[config.mk]
export PLATFORM = sky130hd
export DESIGN_NAME = decimal_text_to_fixed_point
export DESIGN_NICKNAME = d
export VERILOG_FILES = /design/src/dttfp_pkg.sv /design/src/dttfp_parse.sv /design/src/dttfp_format.sv /design/src/decimal_text_to_fixed_point.sv
export SDC_FILE = /design/constraint.sdc
export NUM_CORES = 1
export LEC_CHECK = 0
export BUFFER_PORTS_ARGS = -buffer_cell sky130_fd_sc_hd__buf_2
export CORE_MARGIN = 2
export CORE_UTILIZATION = 60
export CTS_CLUSTER_SIZE = 24
export DETAILED_ROUTE_END_ITERATION = 8
export MAX_ROUTING_LAYER = met4
export PLACE_DENSITY_LB_ADDON = 0.12
export SYNTH_ARGS = -nofsm -noshare
export SYNTH_HDL_FRONTEND = slang
export SYNTH_HIERARCHICAL = 1
export SYNTH_SLANG_ARGS = --single-unit
[constraint.sdc]
create_clock -name clock -period 15.2 [get_ports clock]
set_input_delay 0.76 -clock clock [delete_from_list [all_inputs] [get_ports clock]]
set_output_delay 0.76 -clock clock [all_outputs]
set_load 0.05 [all_outputs]
[src/dttfp_pkg.sv]
`default_nettype none
// ----------------------------------------------------------------------------
// dttfp_pkg
// Shared types and constants for the decimal text to fixed-point parser.
// ----------------------------------------------------------------------------
package dttfp_pkg;

   localparam int NUM_W               = 48;
   localparam int MAG_W               = NUM_W - 1;
   localparam int MAX_FRAC_LIMIT      = 7;

   localparam int DEF_WHOLE_BITS      = 31;
   localparam int DEF_FRAC_BITS       = 16;
   localparam int DEF_MAX_FRAC_DIGITS = 5;

   localparam logic [7:0] CHAR_ZERO   = 8'h30;
   localparam logic [7:0] CHAR_NINE   = 8'h39;
   localparam logic [7:0] CHAR_DOT    = 8'h2e;
   localparam logic [7:0] CHAR_COMMA  = 8'h2c;
   localparam logic [7:0] CHAR_MINUS  = 8'h2d;

   typedef struct packed {
      logic [7:0] char_code;
      logic       end_of_text;
   } req_type;

   typedef struct packed {
      logic signed [NUM_W-1:0] number_out;
      logic                    text_valid;
      logic                    is_whole_number;
      logic                    is_above_zero;
      logic                    whole_saturated;
   } rsp_type;

   // finished text, handed from the parser to the output stage
   typedef struct packed {
      logic [MAG_W-1:0] mag;
      logic             minus;
      logic             valid;
      logic             frac_zero;
      logic             clamp;
   } fin_type;

endpackage
`default_nettype wire

[src/dttfp_parse.sv]
`default_nettype none
// ----------------------------------------------------------------------------
// dttfp_parse
// Per-character parse state; on the last character it loads the finished
// magnitude and flags into a holding register and clears the parse state.
// ----------------------------------------------------------------------------
module dttfp_parse
   import dttfp_pkg::*;
#(
   parameter int WHOLE_BITS      = DEF_WHOLE_BITS,
   parameter int FRAC_BITS       = DEF_FRAC_BITS,
   parameter int MAX_FRAC_DIGITS = DEF_MAX_FRAC_DIGITS
) (
   input  wire logic    clock,
   input  wire logic    reset,
   input  wire logic    item_valid,
   input  wire req_type item,
   output logic         item_take,
   input  wire logic    fin_take,
   output logic         fin_valid,
   output fin_type      fin
);

   localparam int WC     = (WHOLE_BITS < MAG_W - FRAC_BITS) ? WHOLE_BITS : MAG_W - FRAC_BITS;
   localparam int FD     = (MAX_FRAC_DIGITS > MAX_FRAC_LIMIT) ? MAX_FRAC_LIMIT
                                                              : MAX_FRAC_DIGITS;
   localparam longint DEN = longint'(10) ** FD;
   localparam int REM_W  = $clog2(DEN);
   localparam int CNT_W  = $clog2(FD + 1);
   localparam int IDX_W  = (FD > 1) ? $clog2(FD) : 1;

   // fraction kept as quotient and remainder of (digits * 2^F) / 10^FD,
   // digits padded to FD places; each digit adds a constant pair
   logic [FRAC_BITS-1:0] qt_tab [FD][10];
   logic [REM_W-1:0]     rt_tab [FD][10];

   for (genvar gk = 0; gk < FD; gk++) begin : g_pos
      for (genvar gd = 0; gd < 10; gd++) begin : g_dig
         localparam longint INC = longint'(gd) * (longint'(10) ** (FD - 1 - gk)) *
                                  (longint'(1) << FRAC_BITS);
         assign qt_tab[gk][gd] = FRAC_BITS'(INC / DEN);
         assign rt_tab[gk][gd] = REM_W'(INC % DEN);
      end
   end

   logic                 first_ff,  first_in;
   logic                 minus_ff,  minus_in;
   logic                 bad_ff,    bad_in;
   logic                 sep_ff,    sep_in;
   logic                 digit_ff,  digit_in;
   logic [WC-1:0]        whole_ff,  whole_in;
   logic [FRAC_BITS-1:0] quo_ff,    quo_in;
   logic [REM_W-1:0]     rem_ff,    rem_in;
   logic [CNT_W-1:0]     cnt_ff,    cnt_in;
   logic                 clamp_ff,  clamp_in;
   logic                 fin_valid_ff, fin_valid_in;
   fin_type              fin_ff,    fin_in;

   logic                 is_digit, is_sep, is_minus;
   logic [3:0]           digit;
   logic [WC+3:0]        whole_sum;
   logic [IDX_W-1:0]     pos;
   logic [REM_W:0]       rem_sum;
   logic                 wrap;

   assign item_take = item_valid &&
                      (!item.end_of_text || !fin_valid_ff || fin_take);

   always_comb begin
      is_digit  = item.char_code inside {[CHAR_ZERO:CHAR_NINE]};
      is_sep    = item.char_code inside {CHAR_DOT, CHAR_COMMA};
      is_minus  = (item.char_code == CHAR_MINUS);
      digit     = 4'(item.char_code - CHAR_ZERO);
      whole_sum = {whole_ff, 3'b000} + {2'b00, whole_ff, 1'b0} + (WC + 4)'(digit);
      pos       = cnt_ff[IDX_W-1:0];
      rem_sum   = {1'b0, rem_ff} + {1'b0, rt_tab[pos][digit]};
      wrap      = (rem_sum >= (REM_W + 1)'(DEN));

      first_in  = 1'b0;
      minus_in  = minus_ff;
      bad_in    = bad_ff;
      sep_in    = sep_ff;
      digit_in  = digit_ff;
      whole_in  = whole_ff;
      quo_in    = quo_ff;
      rem_in    = rem_ff;
      cnt_in    = cnt_ff;
      clamp_in  = clamp_ff;

      if (is_digit) begin
         digit_in = 1'b1;
         if (!sep_ff) begin
            // saturate the whole part at all ones
            if (whole_sum[WC+3:WC] != 4'b0000) begin
               whole_in = {WC{1'b1}};
               clamp_in = 1'b1;
            end else begin
               whole_in = whole_sum[WC-1:0];
            end
         end else if (cnt_ff < CNT_W'(FD)) begin
            quo_in = quo_ff + qt_tab[pos][digit] + FRAC_BITS'(wrap);
            rem_in = wrap ? REM_W'(rem_sum - (REM_W + 1)'(DEN)) : rem_sum[REM_W-1:0];
            cnt_in = cnt_ff + 1'b1;
         end
      end else if (is_sep) begin
         if (sep_ff) begin
            bad_in = 1'b1;
         end
         sep_in = 1'b1;
      end else if (is_minus) begin
         if (first_ff) begin
            minus_in = 1'b1;
         end else begin
            bad_in = 1'b1;
         end
      end else begin
         bad_in = 1'b1;
      end

      fin_in.mag       = MAG_W'({whole_in, quo_in});
      fin_in.minus     = minus_in;
      fin_in.valid     = !bad_in && digit_in;
      fin_in.frac_zero = (quo_in == '0);
      fin_in.clamp     = clamp_in;

      if (item_take && item.end_of_text) begin
         fin_valid_in = 1'b1;
      end else if (fin_take) begin
         fin_valid_in = 1'b0;
      end else begin
         fin_valid_in = fin_valid_ff;
      end
   end

   always_ff @(posedge clock) begin
      if (reset) begin
         first_ff     <= 1'b1;
         minus_ff     <= 1'b0;
         bad_ff       <= 1'b0;
         sep_ff       <= 1'b0;
         digit_ff     <= 1'b0;
         whole_ff     <= '0;
         quo_ff       <= '0;
         rem_ff       <= '0;
         cnt_ff       <= '0;
         clamp_ff     <= 1'b0;
         fin_valid_ff <= 1'b0;
      end else begin
         fin_valid_ff <= fin_valid_in;
         if (item_take) begin
            if (item.end_of_text) begin
               // text done: back to the idle parse state
               first_ff <= 1'b1;
               minus_ff <= 1'b0;
               bad_ff   <= 1'b0;
               sep_ff   <= 1'b0;
               digit_ff <= 1'b0;
               whole_ff <= '0;
               quo_ff   <= '0;
               rem_ff   <= '0;
               cnt_ff   <= '0;
               clamp_ff <= 1'b0;
            end else begin
               first_ff <= first_in;
               minus_ff <= minus_in;
               bad_ff   <= bad_in;
               sep_ff   <= sep_in;
               digit_ff <= digit_in;
               whole_ff <= whole_in;
               quo_ff   <= quo_in;
               rem_ff   <= rem_in;
               cnt_ff   <= cnt_in;
               clamp_ff <= clamp_in;
            end
         end
      end
   end

   always_ff @(posedge clock) begin
      if (item_take && item.end_of_text) begin
         fin_ff <= fin_in;
      end
   end

   assign fin_valid = fin_valid_ff;
   assign fin       = fin_ff;

endmodule
`default_nettype wire

[src/dttfp_format.sv]
`default_nettype none
// ----------------------------------------------------------------------------
// dttfp_format
// Applies the sign, derives the result flags and holds the result beat
// until the receiver takes it.
// ----------------------------------------------------------------------------
module dttfp_format
   import dttfp_pkg::*;
(
   input  wire logic    clock,
   input  wire logic    reset,
   input  wire logic    fin_valid,
   input  wire fin_type fin,
   output logic         fin_take,
   output logic         rsp_valid,
   input  wire logic    rsp_stall,
   output rsp_type      rsp_payload
);

   logic       rsp_valid_ff, rsp_valid_in;
   rsp_type    rsp_ff, rsp_in;
   logic       slot_free;
   logic [NUM_W-1:0] mag_ext;

   assign slot_free = !rsp_valid_ff || !rsp_stall;
   assign fin_take  = fin_valid && slot_free;

   always_comb begin
      mag_ext = {1'b0, fin.mag};
      rsp_in  = '0;
      if (fin.valid) begin
         rsp_in.number_out      = fin.minus ? $signed(-mag_ext) : $signed(mag_ext);
         rsp_in.text_valid      = 1'b1;
         rsp_in.is_whole_number = fin.frac_zero;
         rsp_in.is_above_zero   = (fin.mag != '0) && !fin.minus;
         rsp_in.whole_saturated = fin.clamp;
      end
      rsp_valid_in = slot_free ? fin_valid : rsp_valid_ff;
   end

   always_ff @(posedge clock) begin
      if (reset) begin
         rsp_valid_ff <= 1'b0;
      end else begin
         rsp_valid_ff <= rsp_valid_in;
      end
   end

   always_ff @(posedge clock) begin
      if (fin_take) begin
         rsp_ff <= rsp_in;
      end
   end

   assign rsp_valid   = rsp_valid_ff;
   assign rsp_payload = rsp_ff;

endmodule
`default_nettype wire

[src/decimal_text_to_fixed_point.sv]
`default_nettype none
// ----------------------------------------------------------------------------
// decimal_text_to_fixed_point
// Parses signed decimal ASCII text, one character per beat, into a signed
// fixed-point value with validity, integer, sign and saturation flags.
// ----------------------------------------------------------------------------
//   channel   direction  handshake            payload
//   req_      in         req_valid/req_stall  req_type (char_code, end_of_text)
//   rsp_      out        rsp_valid/rsp_stall  rsp_type (number_out and flags)
//
// one character beat per cycle, sustained unless a last character waits on
// a full holding register; the parse state recurrence (multiply-by-ten add,
// fraction table add) is combinational; a result beat passes the input
// register, parse and holding register, then result register
// reset clears all valid bits and the parse state
// rsp_stall backs up through the holding and input registers to req_stall
// ----------------------------------------------------------------------------
module decimal_text_to_fixed_point
   import dttfp_pkg::*;
#(
   parameter int WHOLE_BITS      = DEF_WHOLE_BITS,
   parameter int FRAC_BITS       = DEF_FRAC_BITS,
   parameter int MAX_FRAC_DIGITS = DEF_MAX_FRAC_DIGITS
) (
   input  wire logic    clock,
   input  wire logic    reset,
   input  wire logic    req_valid,
   output logic         req_stall,
   input  wire req_type req_payload,
   output logic         rsp_valid,
   input  wire logic    rsp_stall,
   output rsp_type      rsp_payload
);

   logic    in_valid_ff, in_valid_in;
   req_type in_ff;
   logic    item_take;
   logic    fin_valid, fin_take;
   fin_type fin;

   assign req_stall   = in_valid_ff && !item_take;
   assign in_valid_in = req_stall ? in_valid_ff : req_valid;

   always_ff @(posedge clock) begin
      if (reset) begin
         in_valid_ff <= 1'b0;
      end else begin
         in_valid_ff <= in_valid_in;
      end
   end

   always_ff @(posedge clock) begin
      if (req_valid && !req_stall) begin
         in_ff <= req_payload;
      end
   end

   dttfp_parse #(
      .WHOLE_BITS      (WHOLE_BITS),
      .FRAC_BITS       (FRAC_BITS),
      .MAX_FRAC_DIGITS (MAX_FRAC_DIGITS)
   ) u_parse (
      .clock      (clock),
      .reset      (reset),
      .item_valid (in_valid_ff),
      .item       (in_ff),
      .item_take  (item_take),
      .fin_take   (fin_take),
      .fin_valid  (fin_valid),
      .fin        (fin)
   );

   dttfp_format u_format (
      .clock       (clock),
      .reset       (reset),
      .fin_valid   (fin_valid),
      .fin         (fin),
      .fin_take    (fin_take),
      .rsp_valid   (rsp_valid),
      .rsp_stall   (rsp_stall),
      .rsp_payload (rsp_payload)
   );

`ifndef ASSERT_OFF
   // invalid text carries an all-zero result
   a_invalid_zero: assert property (@(posedge clock) disable iff (reset)
      rsp_valid && !rsp_payload.text_valid |->
         rsp_payload.number_out == '0 && !rsp_payload.is_whole_number &&
         !rsp_payload.is_above_zero && !rsp_payload.whole_saturated)
      else $error("invalid text gave a nonzero result");

   a_positive_sign: assert property (@(posedge clock) disable iff (reset)
      rsp_valid && rsp_payload.is_above_zero |-> !rsp_payload.number_out[NUM_W-1])
      else $error("positive flag on a negative value");

   a_whole_bits: assert property (@(posedge clock) disable iff (reset)
      rsp_valid && rsp_payload.is_whole_number |->
         rsp_payload.number_out[FRAC_BITS-1:0] == '0)
      else $error("integer flag with fraction bits set");

   // a stall toward the sender only comes with a held character beat
   a_stall_held: assert property (@(posedge clock) disable iff (reset)
      req_stall |-> in_valid_ff && in_ff.end_of_text && fin_valid)
      else $error("stall without a blocked last character");
`endif

endmodule
`default_nettype wire

==> run metrics, run 1 <==
period utilisation layout=between 50% and 60%; Bufs on Longest Clock Path=2; Final ANT Viol Nets=0; clock latency on the worst-skew pair=around 0.45 ns; Placer Congestion=between 1 and 1.5; Switch Pwr=approximately 0.35 mW; Crit Path Category=reg -> reg; Area growth syn-to-layout=8.39%; final hold vios=0; clock share of power=approximately 41%; worst hold path type=reg -> reg; Internal Power=a little over 0.8 mW; Mapped Nets=about 1700; Fmax=around 0.12 GHz; CTS hold repair buffers=0; CP most frequent cell=o21ai_0; Synth warnings=6; average cell area after synthesis=just under 9 um^2; CTS Buf Count=17; Reg clk slew, reported paths=0.08 ns; Top Layer Used=met4; gr ovfl total=0; relative slew slack=31.8%; CTS root buffer=clkbuf_16; net count reported at finish=1698; DRC viols=0; area leader, netlist=edfxtp_1; Die Height=155 um; Syn Std Cell Area=0.0138 mm^2; I/O pin total=67; CTS resizes=0; CP Capture Type=flop; share of layout cells above drive strength 1=10.3%; IO Port Bufs=66; status=finished clean; vias in the first global route=approximately 11000; Clock H-tree levels=4; DR pass1 iterations=5; Die ar.=between 0.02 and 0.025 mm^2; DRT iter0 DRCs=1149; gr usage total=32.3%; M1 WL=about 17000 um; Setup Fix Bufs, Post-CTS=0; CTS tree=done; commonest non-fill, non-tap cell in the layout=nand2_1; Logic pwr share=about an eighth; first-pass GRT wire length=60900 um; DR WL met2=between 15000 and 20000 um; crit path time final=between 8 and 9 ns; Initial Utilization=between 60 and 70%; Main synth FF type=edfxtp_1; Distinct cells, synth=90; Static Leakage=slightly below 6 nW; fraction of registers with async set/reset=0%; Max stage delay cell, worst path=a31oi_1; DRT Wirelength=~38000 um; flops & latches, synth=roughly 180; RSZ-0062 raised after global routing=no; max cap viols=0; Worst Setup Start Kind=flop; initial antenna violation count=0; PwrDens=between 70 and 80 mW/mm^2; drt wl/cell=20.4 um; Synth area leaders=edfxtp_1 24%, dfxtp_1 10%, ha_1 8.8%; post-synthesis sequential area ratio=approximately a third; critical path buffer and inverter count=4; max incr delay on CP=0.84 ns; Crit path max-delay family=compound AO/OA/AOI/OAI gates; Core Util, Final=~66%; worst vdd ir=~0.085 mV; detailed placement HPWL=around 27000 um; Least-Margin Pin Slew=a little over 1 ns; number of synthesized flops with an enable pin=112; # rows=55; Seq pwr share=46.3%; clk sinks=approximately 180; switch share=about 30%; highest net fanout along the worst path=39; reg2reg setup slack=a little under 7 ns; Pins Over Slew Limit=0; via/cell ratio=around 6.7; DR WL met3=between 3000 and 4000 um; CP Data Arrival Time=about 8.6 ns; share of the synthesized area in the top cell type=about a quarter; number of setup violations in the final report=0; Core Region=0.0226 mm^2; DIE WIDTH=155 um; commonest cells after routing, fill and taps aside=144 x nand2_1, 138 x nor2_1, 117 x a21oi_1; worst endpoint required time=15.46 ns; largest net degree at the start of global routing=66; setup skew after layout=roughly 0.025 ns; TNS Setup=0 ns; Via Count=~13000; Layout fillers=roughly 1900; Gate Count Post-Synth=around 1600
[registers in the layout (all words and copies together), names as in the netlist]
signal and count:
u_parse/first_ff 1, in_ff 9, u_parse/rem_ff 12, u_format/rsp_payload 52
u_parse/bad_ff 1, u_parse/fin 51, u_parse/whole_ff 31, u_parse/fin_valid 1
u_format/rsp_valid 1, u_parse/quo_ff 16, in_valid_ff 1, u_parse/clamp_ff 1
u_parse/digit_ff 1, u_parse/cnt_ff 3, u_parse/sep_ff 1, u_parse/minus_ff 1
[tightest hold or removal path: stages, from the launching register on]
cell,delay (ns)
dfxtp_1,0.32
nand2_1,0.06
nand2_1,0.04
[synth_stat cells, drive strengths merged, types with 6 or more instances]
master,number
or3,24
xnor2,58
and2,38
nand2b,20
nand4,16
nor4,19
o41ai,22
nand3,21
o21ai,125
xor2,33
nor3,41
o211ai,16
a22oi,24
o22ai,17
a221oi,6
a21oi,117
nand2,144
o31ai,24
a211oi,13
clkbuf,80
nor2,139
inv,32
buf,18
nand3b,6
a21o,23
nor2b,28
edfxtp,112
o21a,8
dfxtp,71
a31oi,30
a2111oi,32
and3,7
ha,97
mux2i,9
[final timing paths]
check                         start                end  cells after the start
setup reg to reg  u_parse/cnt_ff[2]     u_parse/fin[1]                     28
hold reg to reg   u_parse/rem_ff[9]  u_parse/rem_ff[9]                      2
setup / recovery  u_parse/cnt_ff[2]     u_parse/fin[1]                     28
hold / removal    u_parse/rem_ff[9]  u_parse/rem_ff[9]                      2
[cells by family (layout without fill, tap and decap cells)]
family | after synthesis | in the layout | share of synthesized area [%]
other | 0 | 1 | 0
AND/OR/NAND/NOR | 532 | 532 | 19.4
multiplexers | 13 | 13 | 0.983
adder cells (fa/ha/maj) | 102 | 102 | 9.55
flip-flops | 183 | 183 | 34.8
AO/OA/AOI/OAI | 522 | 522 | 25.6
buffers and inverters | 131 | 153 | 3.87
XOR/XNOR | 91 | 91 | 5.80
[metal layers]
metal / global-route usage [%] / up-vias
met5: - / -
met4: 9.44 / 0
met3: 5.46 / 65
met2: 48.3 / 633
met1: 45.4 / 5938
li1: - / 5970
[area by class of cell]
| cell class | count | area (um^2) | area share [%] |
|---|---|---|---|
| clock inverters | 15 | 223 | 1.49 |
| clock buffers | 17 | 425 | 2.85 |
| multi-input cells | 1260 | 8490 | 57.0 |
| well taps | 285 | 357 | 2.39 |
| flip-flops and latches | 183 | 4780 | 32.1 |
| diodes | 1 | 2.50 | 0.0168 |
| repair buffers | 88 | 495 | 3.32 |
| inverters | 33 | 124 | 0.831 |
[stage by stage]
stage	cells	hold WS (ns)	area (um^2)	setup slack [ns]	power, mW
2_1_floorplan	1574	0.422	13800	6.96	0.666
3_3_place_gp	1849	0.433	14300	7.18	0.704
3_5_place_dp	1849	0.446	14300	7.00	0.704
4_1_cts	1881	0.457	14900	6.99	1.18
5_1_grt	1881	0.489	14900	6.17	1.21
6_report	1882	0.453	14900	6.84	1.18
[power by group through the flow]
stage                     Sequential [mW]  Combinational, mW  Clock (mW)
final                               0.546              0.150       0.483
after global routing                0.547              0.162       0.504
after CTS                           0.546              0.147       0.488
after detailed placement            0.557              0.147           0
after global placement              0.557              0.147           0
after floorplan                     0.576             0.0899           0
Note: power is estimated with default switching activity, not from simulation.
==> inputs of run 2 (changes only) <==
ABC_AREA = 1   (was not set)
CORE_UTILIZATION = 57   (was 60)
clock period = 7.5 ns   (was 15.2 ns; I/O delays follow)
==> run 2 against run 1 <==
Wire length grew 9.2%. Worst hold slack lost 0.33 ns. Worst setup slack lost 5.8 ns. Clock power grew 93%. Sequential share of layout area shrank 2.1 points. Global-route usage shrank 0.14 points. First-iteration DRC count grew 24%. Non-clock buffer count shrank 1. Critical path type unchanged. Critical endpoint unchanged. Highest routed layer unchanged.
==> run metrics, run 2 <==
final hold vios=0; Synth warnings=6; crit path time final=~6.4 ns; average cell area after synthesis=around 6.8 um^2; vias in the first global route=between 10000 and 15000; gr ovfl total=0; DRC viols=0; area leader, netlist=edfxtp_1; DR pass1 iterations=5; Max stage delay cell, worst path=edfxtp_1; Syn Std Cell Area=between 0.01 and 0.015 mm^2; Logic pwr share=between 10% and 20%; largest net degree at the start of global routing=65; CTS tree=done; share of the synthesized area in the top cell type=around 23%; placed insts=2518; Clock H-tree levels=4; DRT iter0 DRCs=around 1400; TNS Setup=0 ns; Die ar.=0.0270 mm^2; Bufs on Longest Clock Path=2; CP Data Arrival Time=between 6 and 7 ns; CP Capture Type=flop; Initial Utilization=between 50 and 60%; via/cell ratio=between 5 and 6; Mapped Nets=around 2300; Gate Count Post-Synth=2162; Final ANT Viol Nets=0; Least-Margin Pin Slew=1.20 ns; initial antenna violation count=0; Internal Power=1.68 mW; Core Region=approximately 0.025 mm^2; commonest cells after routing, fill and taps aside=608 x nand2_1, 281 x inv_1, 244 x nor2_1; DIE WIDTH=about 160 um; first-pass GRT wire length=66900 um; max incr delay on CP=approximately 0.7 ns; Finished Layout Cells=approximately 2600; drt wl/cell=roughly 16 um; R2R Path End=u_parse/fin[1]; CTS hold repair buffers=0; pre-CTS WS=approximately 1.3 ns; Area growth syn-to-layout=8.52%; Core Util, Final=between 60 and 70%; switch share=about 30%; CP most frequent cell=nand2_1; share of layout cells above drive strength 1=around a tenth; number of synthesized flops with an enable pin=between 100 and 150; Fmax=0.155 GHz; Pins Over Slew Limit=0; Die Height=about 160 um; CTS root buffer=clkbuf_16; PwrDens=151 mW/mm^2; max FFs per register=52; Distinct cells, synth=58; gr usage total=32.2%; worst endpoint required time=roughly 8 ns; number of setup violations in the final report=0; period utilisation layout=85.8%; Switch Pwr=between 0.7 and 0.8 mW; hold path depth=1; net count reported at finish=about 2300; Static Leakage=between 8 and 9 nW; relative slew slack=19.8%; Synth area leaders=edfxtp_1 23%, nand2_1 16%, dfxtp_1 9.7%; clk sinks=around 180; IO Port Bufs=66; DRT Wirelength=between 40000 and 50000 um; R2R cell count=39; setup skew after layout=0.0217 ns; reg2reg setup slack=1.06 ns; hold slack=between 0.1 and 0.15 ns; count leader, synth=nand2_1; flops & latches, synth=between 150 and 200; status=finished clean; I/O pin total=67; Setup Fix Bufs, Post-CTS=0; Seq pwr share=46.7%; Hold Path End=in_ff[2]; Placer Congestion=between 1 and 1.5; Reg clk slew, reported paths=~0.08 ns; worst r2r src=in_ff[1]; CTS Buf Count=17; detailed placement HPWL=32100 um; Worst Setup Start Kind=flop; Via Count=14500; Hold Startpoint=req_payload[2]; Crit Path Category=reg -> reg; CTS resizes=0; commonest non-fill, non-tap cell in the layout=nand2_1; Setup WS post-layout=1.06 ns; worst vdd ir=approximately 0.14 mV; top cells by count, synth=608 x nand2_1, 282 x inv_1, 246 x nor2_1; clock latency on the worst-skew pair=0.44 ns; worst hold path type=in -> reg; fraction of registers with async set/reset=0%; max cap viols=0; Inserted Diodes=0; post-synthesis sequential area ratio=between 30% and 40%; highest net fanout along the worst path=16; RSZ-0062 raised after global routing=no; clock share of power=roughly two fifths; # rows=58; Main synth FF type=edfxtp_1
[run 2: cell count changes after synthesis, sizes merged, moves of 35 or more]
cell / delta
nand2: +479
inv: +262
nand3: +139
nor2: +127
xnor2: -52
a21oi: +51
clkbuf: -44
o21ai: -41
or2: +35
[run 2: cells by family (layout without fill, tap and decap cells)]
family	after synthesis	in the layout	share of synthesized area [%]
AND/OR/NAND/NOR	1167	1167	34.8
AO/OA/AOI/OAI	320	320	12.2
XOR/XNOR	28	28	1.67
buffers and inverters	361	419	9.65
multiplexers	1	1	0.0682
adder cells (fa/ha/maj)	102	102	8.95
flip-flops	183	183	32.6
[run 2: power groups by stage]
stage / Sequential (mW) / Clock (mW) / Combinational (mW)
CTS: 1.12 / 0.945 / 0.339
finish: 1.12 / 0.933 / 0.345
global route: 1.12 / 0.983 / 0.377
global placement: 1.14 / 0 / 0.335
detailed placement: 1.14 / 0 / 0.337
floorplan: 1.18 / 0 / 0.214
[run 2: worst max-delay path by stage]
stage	start	slack [ns]	depth (start not counted)	endpoint
floorplan	u_format/rsp_valid	2.33	7	u_parse/fin[0]
global placement	in_ff[1]	1.31	42	u_parse/fin[1]
detailed placement	in_ff[1]	1.27	39	u_parse/fin[1]
CTS	in_ff[1]	1.20	39	u_parse/fin[1]
global route	in_ff[1]	0.35	41	u_parse/fin[1]
finish	in_ff[1]	1.06	39	u_parse/fin[1]
[run 2: stage by stage]
| stage | total power [mW] | cell area [um^2] |
|---|---|---|
| finish | 2.40 | 15900 |
| global route | 2.48 | 15900 |
| CTS | 2.40 | 15900 |
| detailed placement | 1.48 | 15300 |
| global placement | 1.48 | 15300 |
| floorplan | 1.39 | 14700 |
[run 2: layout make-up]
type / count / area, um^2
well taps: 330 / 413
repair buffers: 87 / 488
clock buffers: 19 / 453
multi-input cells: 1618 / 8510
fillers: 2344 / 9330
inverters: 300 / 1130
clock inverters: 13 / 154
flip-flops and latches: 183 / 4780
[run 2: layer usage]
metal  vias up  GRT usage (%)  share of wire [%]
met5         -              -                  0
met4         0           9.05                2.5
met3        76           4.14                7.2
met2       613           47.3                 43
met1      6662           46.6                 47
li1       7117              -                  -
[run 2: worst max-delay path, delay by kind of cell (launching register included)]
| family | cells | cell delay (ns) |
|---|---|---|
| compound gates | 4 | 0.79 |
| fa+ha+maj | 3 | 1.04 |
| xor+xnor | 1 | 0.15 |
| simple gates | 24 | 2.51 |
| flops | 1 | 0.70 |
| buf+inv | 7 | 1.08 |
